### src/sv/rls_pkg.sv
// ----------------------------------------------------------------------------
// rls_pkg
// Shared types and constants of the reflectance line steering block:
// payload structs, register indexes, steering codes and the lane control
// and status groups.
// ----------------------------------------------------------------------------
package rls_pkg;

  localparam int unsigned NUM_CH  = 5;
  localparam int unsigned CFG_W   = 16;
  localparam int unsigned DUTY_W  = 8;
  localparam int unsigned CODE_W  = 4;
  localparam int unsigned CIDX_W  = 3;

  localparam logic [CIDX_W-1:0] REG_TIMEOUT   = 3'd0;
  localparam logic [CIDX_W-1:0] REG_THRESHOLD = 3'd1;
  localparam logic [CIDX_W-1:0] REG_LEFT_BASE = 3'd2;
  localparam logic [CIDX_W-1:0] REG_RIGHT_BASE = 3'd3;
  localparam logic [CIDX_W-1:0] REG_OFF_SMALL = 3'd4;
  localparam logic [CIDX_W-1:0] REG_OFF_MEDIUM = 3'd5;
  localparam logic [CIDX_W-1:0] REG_OFF_LARGE = 3'd6;
  localparam logic [CIDX_W-1:0] REG_OFF_MAX   = 3'd7;

  localparam logic [CFG_W-1:0]  RST_TIMEOUT    = 16'h0B00;
  localparam logic [CFG_W-1:0]  RST_THRESHOLD  = 16'h0400;
  localparam logic [DUTY_W-1:0] RST_LEFT_BASE  = 8'd50;
  localparam logic [DUTY_W-1:0] RST_RIGHT_BASE = 8'd50;
  localparam logic [DUTY_W-1:0] RST_OFF_SMALL  = 8'd25;
  localparam logic [DUTY_W-1:0] RST_OFF_MEDIUM = 8'd30;
  localparam logic [DUTY_W-1:0] RST_OFF_LARGE  = 8'd35;
  localparam logic [DUTY_W-1:0] RST_OFF_MAX    = 8'd40;

  localparam logic OP_BEGIN = 1'b0;
  localparam logic OP_TICK  = 1'b1;

  localparam logic [CODE_W-1:0] STEER_LEFT_MAX    = 4'd0;
  localparam logic [CODE_W-1:0] STEER_LEFT_LARGE  = 4'd1;
  localparam logic [CODE_W-1:0] STEER_LEFT_MEDIUM = 4'd2;
  localparam logic [CODE_W-1:0] STEER_LEFT_SMALL  = 4'd3;
  localparam logic [CODE_W-1:0] STEER_CENTER      = 4'd4;
  localparam logic [CODE_W-1:0] STEER_RIGHT_SMALL = 4'd5;
  localparam logic [CODE_W-1:0] STEER_RIGHT_MEDIUM = 4'd6;
  localparam logic [CODE_W-1:0] STEER_RIGHT_LARGE = 4'd7;
  localparam logic [CODE_W-1:0] STEER_RIGHT_MAX   = 4'd8;
  localparam logic [CODE_W-1:0] STEER_LOST        = 4'd9;

  typedef struct packed {
    logic              operation;
    logic [NUM_CH-1:0] sensor_pins;
  } in_t;

  typedef struct packed {
    logic [NUM_CH-1:0] line_bits;
    logic [CODE_W-1:0] steer_code;
    logic [DUTY_W-1:0] left_duty;
    logic [DUTY_W-1:0] right_duty;
  } out_t;

  typedef struct packed {
    logic [DUTY_W-1:0] left_base;
    logic [DUTY_W-1:0] right_base;
    logic [DUTY_W-1:0] off_small;
    logic [DUTY_W-1:0] off_medium;
    logic [DUTY_W-1:0] off_large;
    logic [DUTY_W-1:0] off_max;
  } duty_cfg_t;

  typedef struct packed {
    logic begin_rd;
    logic tick_en;
    logic timeout_hit;
    logic group_clr;
  } lane_ctrl_t;

  typedef struct packed {
    logic cap_nxt;
    logic line_hit;
  } lane_stat_t;

endpackage

### src/sv/rls_lane.sv
// ----------------------------------------------------------------------------
// rls_lane
// One sensor channel: edge capture against the previous pin level, the
// saturating discharge-time accumulator and the line threshold compare.
// ----------------------------------------------------------------------------
module rls_lane #(
  parameter int unsigned VAL_W         = 16,
  parameter int unsigned READINGS_LOG2 = 2
) (
  input  logic                    clk,
  input  logic                    rst_n,
  input  rls_pkg::lane_ctrl_t     ctrl,
  input  logic                    pin,
  input  logic [VAL_W-1:0]        tick_val,
  input  logic [rls_pkg::CFG_W-1:0] timeout_val,
  input  logic [rls_pkg::CFG_W-1:0] threshold,
  output rls_pkg::lane_stat_t     stat
);
  import rls_pkg::*;

  localparam int unsigned ACC_W = VAL_W + READINGS_LOG2;

  logic             prev_r, prev_nxt;
  logic             cap_r, cap_nxt;
  logic [ACC_W-1:0] acc_r, acc_nxt;
  logic             changed;
  logic             take_timeout;
  logic [VAL_W-1:0] add_val;
  logic [ACC_W:0]   sum_wide;
  logic [ACC_W-1:0] acc_sat;

  always_comb begin
    changed      = ctrl.tick_en && (prev_r != pin) && !cap_r;
    take_timeout = ctrl.tick_en && ctrl.timeout_hit && !cap_r && !changed;
    if (changed) begin
      add_val = tick_val;
    end else if (take_timeout) begin
      add_val = VAL_W'(timeout_val);
    end else begin
      add_val = '0;
    end
    sum_wide = {1'b0, acc_r} + (ACC_W+1)'(add_val);
    acc_sat  = sum_wide[ACC_W] ? {ACC_W{1'b1}} : sum_wide[ACC_W-1:0];

    prev_nxt = prev_r;
    cap_nxt  = cap_r;
    acc_nxt  = acc_r;
    if (ctrl.begin_rd) begin
      prev_nxt = 1'b1;
      cap_nxt  = 1'b0;
    end else if (ctrl.tick_en) begin
      prev_nxt = pin;
      cap_nxt  = cap_r || changed || ctrl.timeout_hit;
      acc_nxt  = ctrl.group_clr ? '0 : acc_sat;
    end

    stat.cap_nxt  = cap_nxt;
    stat.line_hit = acc_sat[ACC_W-1 -: VAL_W] >= VAL_W'(threshold);
  end

  always_ff @(posedge clk) begin
    if (!rst_n) begin
      prev_r <= 1'b1;
      cap_r  <= 1'b1;
      acc_r  <= '0;
    end else begin
      prev_r <= prev_nxt;
      cap_r  <= cap_nxt;
      acc_r  <= acc_nxt;
    end
  end

endmodule

### src/sv/rls_merge.sv
// ----------------------------------------------------------------------------
// rls_merge
// Merge stage: priority decode of the lane line bits into a steering code,
// saturated duty offsets and the output register of the result channel.
// ----------------------------------------------------------------------------
module rls_merge (
  input  logic                        clk,
  input  logic                        rst_n,
  input  logic                        bits_valid,
  input  logic [rls_pkg::NUM_CH-1:0]  bits,
  input  rls_pkg::duty_cfg_t          dcfg,
  output logic                        bits_ready,
  output logic                        out_valid,
  input  logic                        out_ready,
  output rls_pkg::out_t               out_data
);
  import rls_pkg::*;

  logic              out_valid_r, out_valid_nxt;
  out_t              out_data_r, out_data_nxt;
  logic [CODE_W-1:0] code;
  logic [DUTY_W-1:0] off;
  logic [DUTY_W:0]   l_add, l_sub, r_add, r_sub;
  logic [DUTY_W-1:0] l_duty, r_duty;

  always_comb begin
    if (bits[0] && bits[1]) begin
      code = STEER_LEFT_LARGE;
    end else if (bits[1] && bits[2]) begin
      code = STEER_LEFT_SMALL;
    end else if (bits[2] && bits[3]) begin
      code = STEER_RIGHT_SMALL;
    end else if (bits[3] && bits[4]) begin
      code = STEER_RIGHT_LARGE;
    end else if (bits[0]) begin
      code = STEER_LEFT_MAX;
    end else if (bits[1]) begin
      code = STEER_LEFT_MEDIUM;
    end else if (bits[2]) begin
      code = STEER_CENTER;
    end else if (bits[3]) begin
      code = STEER_RIGHT_MEDIUM;
    end else if (bits[4]) begin
      code = STEER_RIGHT_MAX;
    end else begin
      code = STEER_LOST;
    end

    unique case (code)
      STEER_LEFT_MAX, STEER_RIGHT_MAX: begin
        off = dcfg.off_max;
      end
      STEER_LEFT_LARGE, STEER_RIGHT_LARGE: begin
        off = dcfg.off_large;
      end
      STEER_LEFT_MEDIUM, STEER_RIGHT_MEDIUM: begin
        off = dcfg.off_medium;
      end
      STEER_LEFT_SMALL, STEER_RIGHT_SMALL: begin
        off = dcfg.off_small;
      end
      default: begin
        off = '0;
      end
    endcase

    l_add = {1'b0, dcfg.left_base} + {1'b0, off};
    l_sub = {1'b0, dcfg.left_base} - {1'b0, off};
    r_add = {1'b0, dcfg.right_base} + {1'b0, off};
    r_sub = {1'b0, dcfg.right_base} - {1'b0, off};

    if (code == STEER_LOST) begin
      l_duty = '0;
      r_duty = '0;
    end else if (code < STEER_CENTER) begin
      l_duty = l_sub[DUTY_W] ? '0 : l_sub[DUTY_W-1:0];
      r_duty = r_add[DUTY_W] ? '1 : r_add[DUTY_W-1:0];
    end else if (code > STEER_CENTER) begin
      l_duty = l_add[DUTY_W] ? '1 : l_add[DUTY_W-1:0];
      r_duty = r_sub[DUTY_W] ? '0 : r_sub[DUTY_W-1:0];
    end else begin
      l_duty = dcfg.left_base;
      r_duty = dcfg.right_base;
    end

    bits_ready    = !out_valid_r || out_ready;
    out_valid_nxt = out_valid_r && !out_ready;
    out_data_nxt  = out_data_r;
    if (bits_ready && bits_valid) begin
      out_valid_nxt           = 1'b1;
      out_data_nxt.line_bits  = bits;
      out_data_nxt.steer_code = code;
      out_data_nxt.left_duty  = l_duty;
      out_data_nxt.right_duty = r_duty;
    end
  end

  always_ff @(posedge clk) begin
    if (!rst_n) begin
      out_valid_r <= 1'b0;
    end else begin
      out_valid_r <= out_valid_nxt;
    end
  end

  always_ff @(posedge clk) begin
    out_data_r <= out_data_nxt;
  end

  assign out_valid = out_valid_r;
  assign out_data  = out_data_r;

endmodule

### src/sv/reflectance_line_steering.sv
// ----------------------------------------------------------------------------
// reflectance_line_steering
// Five-channel reflectance timing with averaged line detection and a
// priority steering decoder driving two saturated motor duty values.
//
//   channel   ports                          moves per transfer
//   input     in_valid/in_ready/in_data      one begin or one tick
//   result    out_valid/out_ready/out_data   line bits, code, two duties
//   config    cfg_we/cfg_index/cfg_wdata     one register write
//
// One input item per cycle is sustained while in_ready is high; each lane
// settles its capture and accumulator in the transfer cycle. The tick that
// ends the last reading of a group sends its line bits through the lane stage
// register and then the merge output register. Reset is synchronous. A stalled
// result holds in the output register while one more result waits in the
// lane stage register; in_ready drops only when both are full.
// ----------------------------------------------------------------------------
module reflectance_line_steering #(
  parameter int unsigned READINGS_LOG2 = 2,
  parameter int unsigned TIMER_WIDTH   = 16
) (
  input  logic                        clk,
  input  logic                        rst_n,
  input  logic                        in_valid,
  output logic                        in_ready,
  input  rls_pkg::in_t                in_data,
  output logic                        out_valid,
  input  logic                        out_ready,
  output rls_pkg::out_t               out_data,
  input  logic                        cfg_we,
  input  logic [rls_pkg::CIDX_W-1:0]  cfg_index,
  input  logic [rls_pkg::CFG_W-1:0]   cfg_wdata
);
  import rls_pkg::*;

  localparam int unsigned VAL_W = (TIMER_WIDTH > CFG_W) ? TIMER_WIDTH : CFG_W;
  localparam int unsigned IDX_W = (READINGS_LOG2 > 0) ? READINGS_LOG2 : 1;

  logic [CFG_W-1:0]       timeout_r, threshold_r;
  duty_cfg_t              dcfg_r;

  logic [TIMER_WIDTH-1:0] tick_r, tick_nxt, tick_inc;
  logic                   active_r, active_nxt;
  logic [IDX_W-1:0]       idx_r, idx_nxt;
  logic                   s1_vld_r, s1_vld_nxt;
  logic [NUM_CH-1:0]      s1_bits_r, s1_bits_nxt;

  logic                   accept;
  logic                   group_last;
  logic                   reading_end;
  logic                   merge_ready;
  lane_ctrl_t             ctrl;
  lane_stat_t [NUM_CH-1:0] stat;
  logic [NUM_CH-1:0]      cap_all;
  logic [NUM_CH-1:0]      hit_all;

  always_ff @(posedge clk) begin
    if (!rst_n) begin
      timeout_r          <= RST_TIMEOUT;
      threshold_r        <= RST_THRESHOLD;
      dcfg_r.left_base   <= RST_LEFT_BASE;
      dcfg_r.right_base  <= RST_RIGHT_BASE;
      dcfg_r.off_small   <= RST_OFF_SMALL;
      dcfg_r.off_medium  <= RST_OFF_MEDIUM;
      dcfg_r.off_large   <= RST_OFF_LARGE;
      dcfg_r.off_max     <= RST_OFF_MAX;
    end else if (cfg_we) begin
      unique case (cfg_index)
        REG_TIMEOUT:    timeout_r         <= cfg_wdata;
        REG_THRESHOLD:  threshold_r       <= cfg_wdata;
        REG_LEFT_BASE:  dcfg_r.left_base  <= cfg_wdata[DUTY_W-1:0];
        REG_RIGHT_BASE: dcfg_r.right_base <= cfg_wdata[DUTY_W-1:0];
        REG_OFF_SMALL:  dcfg_r.off_small  <= cfg_wdata[DUTY_W-1:0];
        REG_OFF_MEDIUM: dcfg_r.off_medium <= cfg_wdata[DUTY_W-1:0];
        REG_OFF_LARGE:  dcfg_r.off_large  <= cfg_wdata[DUTY_W-1:0];
        REG_OFF_MAX:    dcfg_r.off_max    <= cfg_wdata[DUTY_W-1:0];
        default: begin
        end
      endcase
    end
  end

  always_comb begin
    in_ready = !s1_vld_r || merge_ready;
    accept   = in_valid && in_ready;
    tick_inc = tick_r + TIMER_WIDTH'(1);

    ctrl.begin_rd    = accept && (in_data.operation == OP_BEGIN);
    ctrl.tick_en     = accept && (in_data.operation == OP_TICK) && active_r;
    ctrl.timeout_hit = VAL_W'(tick_inc) >= VAL_W'(timeout_r);

    for (int i = 0; i < NUM_CH; i++) begin
      cap_all[i] = stat[i].cap_nxt;
      hit_all[i] = stat[i].line_hit;
    end

    group_last     = (READINGS_LOG2 == 0) || (idx_r == {IDX_W{1'b1}});
    reading_end    = ctrl.tick_en && (&cap_all);
    ctrl.group_clr = reading_end && group_last;

    tick_nxt   = tick_r;
    active_nxt = active_r;
    idx_nxt    = idx_r;
    if (ctrl.begin_rd) begin
      tick_nxt   = '0;
      active_nxt = 1'b1;
    end else if (ctrl.tick_en) begin
      tick_nxt = tick_inc;
      if (reading_end) begin
        active_nxt = 1'b0;
        idx_nxt    = idx_r + IDX_W'(READINGS_LOG2 != 0);
      end
    end

    s1_vld_nxt  = s1_vld_r && !merge_ready;
    s1_bits_nxt = s1_bits_r;
    if (ctrl.group_clr) begin
      s1_vld_nxt  = 1'b1;
      s1_bits_nxt = hit_all;
    end
  end

  always_ff @(posedge clk) begin
    if (!rst_n) begin
      tick_r   <= '0;
      active_r <= 1'b0;
      idx_r    <= '0;
      s1_vld_r <= 1'b0;
    end else begin
      tick_r   <= tick_nxt;
      active_r <= active_nxt;
      idx_r    <= idx_nxt;
      s1_vld_r <= s1_vld_nxt;
    end
  end

  always_ff @(posedge clk) begin
    s1_bits_r <= s1_bits_nxt;
  end

  for (genvar g = 0; g < NUM_CH; g++) begin : g_lane
    rls_lane #(
      .VAL_W         (VAL_W),
      .READINGS_LOG2 (READINGS_LOG2)
    ) u_lane (
      .clk         (clk),
      .rst_n       (rst_n),
      .ctrl        (ctrl),
      .pin         (in_data.sensor_pins[g]),
      .tick_val    (VAL_W'(tick_inc)),
      .timeout_val (timeout_r),
      .threshold   (threshold_r),
      .stat        (stat[g])
    );
  end

  rls_merge u_merge (
    .clk        (clk),
    .rst_n      (rst_n),
    .bits_valid (s1_vld_r),
    .bits       (s1_bits_r),
    .dcfg       (dcfg_r),
    .bits_ready (merge_ready),
    .out_valid  (out_valid),
    .out_ready  (out_ready),
    .out_data   (out_data)
  );

endmodule

### config.mk
export PLATFORM = sky130hd
export DESIGN_NAME = reflectance_line_steering
export DESIGN_NICKNAME = d
export VERILOG_FILES = /design/src/sv/rls_pkg.sv /design/src/sv/rls_lane.sv /design/src/sv/rls_merge.sv /design/src/sv/reflectance_line_steering.sv
export SDC_FILE = /design/constraint.sdc
export NUM_CORES = 1
export LEC_CHECK = 0
export BUFFER_PORTS_ARGS = -buffer_cell sky130_fd_sc_hd__buf_2
export CORE_ASPECT_RATIO = 0.7
export CORE_MARGIN = 3
export CORE_UTILIZATION = 65
export CTS_BUF_LIST = sky130_fd_sc_hd__clkbuf_16
export CTS_CLUSTER_SIZE = 25
export DETAILED_ROUTE_END_ITERATION = 10
export HOLD_SLACK_MARGIN = 0.02
export PLACE_DENSITY_LB_ADDON = 0.08
export REMOVE_ABC_BUFFERS = 1
export SLEW_MARGIN = 20
export SYNTH_ARGS = -nofsm -noshare
export SYNTH_HDL_FRONTEND = slang
export SYNTH_SLANG_ARGS = --single-unit
### constraint.sdc
create_clock -name clk -period 12.1 [get_ports clk]
set_input_delay 0.605 -clock clk [delete_from_list [all_inputs] [get_ports clk]]
set_output_delay 0.605 -clock clk [all_outputs]
set_load 0.1 [all_outputs]
==> impl_metrics.json <==
{
  "crit_path_max_incr_delay_ns": 0.79,
  "power_switching_mw": 0.420,
  "yosysMostFrequentCell": "nand2_1",
  "hold_end": "g_lane[1].u_lane.prev_r$_SDFFE_PP1P_",
  "clk_latency_ns": 0.56,
  "postPlaceCellArea_sq_um": 18000,
  "hold_path.class": "input port to register",
  "drive_gt1_frac": 0.0703,
  "critPathRequiredTime_ns": 12.36,
  "r2r_cells": 28,
  "drtIter0Drc": 2039,
  "final_max_slew_viol_count": 0,
  "status": "completed",
  "crit_type": "register to register",
  "yosys-top-cells-area": "dfxtp_1, ha_1, nand2_1",
  "min-delay-start": "in_data[1]",
  "core-area_sq_um": 26100,
  "pwr-share-clk": 0.444,
  "seq_area_frac_synth": 0.281,
  "multi_input_area_sq_um": 11800,
  "grt.total_usage": 0.381,
  "port-buffer-count": 56,
  "worstHoldPathCells": 3,
  "r2r-end": "s1_bits_r[4]$_DFFE_PP_",
  "first_pass_iters": 6,
  "dr_total_vias": 16745,
  "skew_ns": 0.0315,
  "clock-sinks": 231,
  "fin_nets": 2437,
  "area_delta_synth_final_pct": 7.09,
  "fin_hold_ws_ns": 0.292,
  "yosys.area.top_type": "dfxtp_1",
  "initial_utilization": 0.672,
  "n_fill_cell": 2103,
  "ys_types": 86,
  "io_pins": 57,
  "reg2reg_from": "tick_r[0]$_SDFFE_PP0P_",
  "syn_inst": 2169,
  "pwr-share-comb": 0.068,
  "grt_max_degree": 85,
  "seqPwrFrac": 0.488,
  "fin_crit_sh": 0.767,
  "ys_ff_latch": 231,
  "cts_resized": 0,
  "clockBufferDepth": 3,
  "cp_num_buf_inv": 1,
  "cts_buffers": 24,
  "grt-ovfl-total": 0,
  "rsz0062_at_grt": "false",
  "wl_mm": 56.6,
  "finalWeightedCongestion": 1.03,
  "peakVddDrop_mv": 0.106,
  "grt_pass1_vias": 15451,
  "hold_viol": 0,
  "arrival_ns": 9.54,
  "row_count": 49,
  "p_int_mw": 1.21,
  "start_kind": "register",
  "antenna_found_initial": 0,
  "die_area_sq_um": 29000,
  "wl_per_cell_microns": 22.1,
  "power_density_nw_per_um2": 86.6,
  "ys.flop_type": "dfxtp_1",
  "drc": 0,
  "clkTransAtPathRegs_ns": 0.06,
  "swShare": 0.258,
  "cp-end-kind": "register",
  "cpMaxStageDelayCell": "nor2_1",
  "synth.cell_area_sq_um": 17500,
  "regArea_sq_um": 4920,
  "critPathTopFamily": "compound AO/OA/AOI/OAI gates",
  "holdBufCountCts": 0,
  "synth_commonest_cells": "nand2_1, ha_1, dfxtp_1",
  "cts.htree.levels": 1,
  "drv_cap": 0,
  "cp_max_fo": 16,
  "cts_tree": "yes",
  "yosys_warnings": 0,
  "die_height_microns": 143,
  "vias_per_cell": 6.53,
  "fin_ws_ns": 2.82,
  "final_area_sq_um": 18800,
  "grt_first_pass_wirelength_mm": 87.2,
  "ant_nets": 0,
  "fmax_ghz": 0.108,
  "setup_viol_count_final": 0,
  "relSlewSlack": 0.317,
  "async_flop_share": 0,
  "leakage_nw": 8.03,
  "synth-edff-count": 30,
  "synth_top_area_frac": 0.229,
  "finalPower_mw": 1.63,
  "synth.avg_cell_area_sq_um": 8.09,
  "tightest_slew_ns": 1.02,
  "finalSetupTns_ns": 0,
  "antenna_cells": 0,
  "post-place-ws_ns": 3.40,
  "period_needed_ns": 9.28,
  "reg2reg_setup_slack_ns": 2.82,
  "postCtsSetupRepairBufs": 0,
  "cp_common_cell": "ha_1",
  "cts_root_buffer": "clkbuf_16",
  "die_x_microns": 202,
  "dpl.hpwl_mm": 41.6
}
==> cells by family after synthesis <==
family          Yosys count  share of synthesized area
xor+xnor                 97                     0.0484
simple gates            738                      0.195
fa+ha+maj               219                      0.160
compound gates          680                      0.265
flops                   231                      0.281
mux                       7                    0.00449
buf+inv                 197                     0.0472
==> power by group through the flow <==
| stage | clock (mW) | sequential (mW) | combinational (mW) |
|---|---|---|---|
| 4_1_cts | 0.725 | 0.794 | 0.107 |
| 6_report | 0.723 | 0.794 | 0.110 |
| 3_3_place_gp | 0 | 0.811 | 0.104 |
| 3_5_place_dp | 0 | 0.811 | 0.106 |
| 5_1_grt | 0.751 | 0.795 | 0.119 |
| 2_1_floorplan | 0 | 0.806 | 0.0635 |
==> through the flow <==
| step | instances | util |
|---|---|---|
| CTS | 2563 | 0.719 |
| global route | 2563 | 0.720 |
| floorplan | 2090 | - |
| global placement | 2519 | 0.690 |
| detailed placement | 2519 | 0.690 |
| finish | 2563 | 0.720 |
==> layout make-up <==
type | count | share of cell area
Tap cell | 357 | 0.0238
Sequential cell | 231 | 0.262
Timing Repair Buffer | 72 | 0.0214
Clock inverter | 20 | 0.00772
Inverter | 118 | 0.0236
Clock buffer | 24 | 0.0320
Multi-Input combinational cell | 1741 | 0.629
==> state kept, by name, indices dropped and copies added, names as in the netlist <==
register	cells
dcfg_r	48
tick_r	16
g_lane.u_lane.acc_r	90
s1_bits_r	5
timeout_r	16
u_merge.out_data	25
u_merge.out_valid	1
s1_vld_r	1
g_lane.u_lane.cap_r	5
active_r	1
g_lane.u_lane.prev_r	5
idx_r	2
threshold_r	16
==> placed cells by master (no fill, tap or decap), drive strengths merged, types with 20 or more instances in the layout <==
master,count
nand2,370
ha,210
dfxtp,201
o21ai,191
inv,124
nor2,106
a21oi,97
a21boi,78
buf,72
a22o,60
xnor2,54
nor2b,49
a21o,48
nor3,45
xor2,43
nand3,42
nand2b,37
edfxtp,30
o21a,29
a211oi,27
clkbuf,24
o211ai,23
or2,20
==> worst register-to-register path, delay by kind of cell (launching register included) <==
family	cells	cell delay, ns
adder cells (fa/ha/maj)	4	1.17
flip-flops	1	0.58
AND/OR/NAND/NOR	12	3.15
buffers and inverters	1	0.11
AO/OA/AOI/OAI	10	3.45
XOR/XNOR	1	0.54
==> worst max path at each step <==
stage	start	cells after the start	end
floorplan	tick_r[0]$_SDFFE_PP0P_	36	s1_bits_r[2]$_DFFE_PP_
global placement	tick_r[0]$_SDFFE_PP0P_	35	s1_bits_r[4]$_DFFE_PP_
detailed placement	tick_r[0]$_SDFFE_PP0P_	35	s1_bits_r[4]$_DFFE_PP_
CTS	tick_r[0]$_SDFFE_PP0P_	36	s1_bits_r[4]$_DFFE_PP_
global route	tick_r[0]$_SDFFE_PP0P_	31	s1_bits_r[4]$_DFFE_PP_
finish	tick_r[0]$_SDFFE_PP0P_	28	s1_bits_r[4]$_DFFE_PP_
==> per-layer routing <==
metal	vias to the layer above	share of wire	global-route usage
met1	7872	0.45	0.562
li1	7797	-	-
met2	920	0.38	0.531
met4	0	0.040	0.132
met5	-	0	0
met3	156	0.13	0.108
Power figures use the tool's default switching activity.
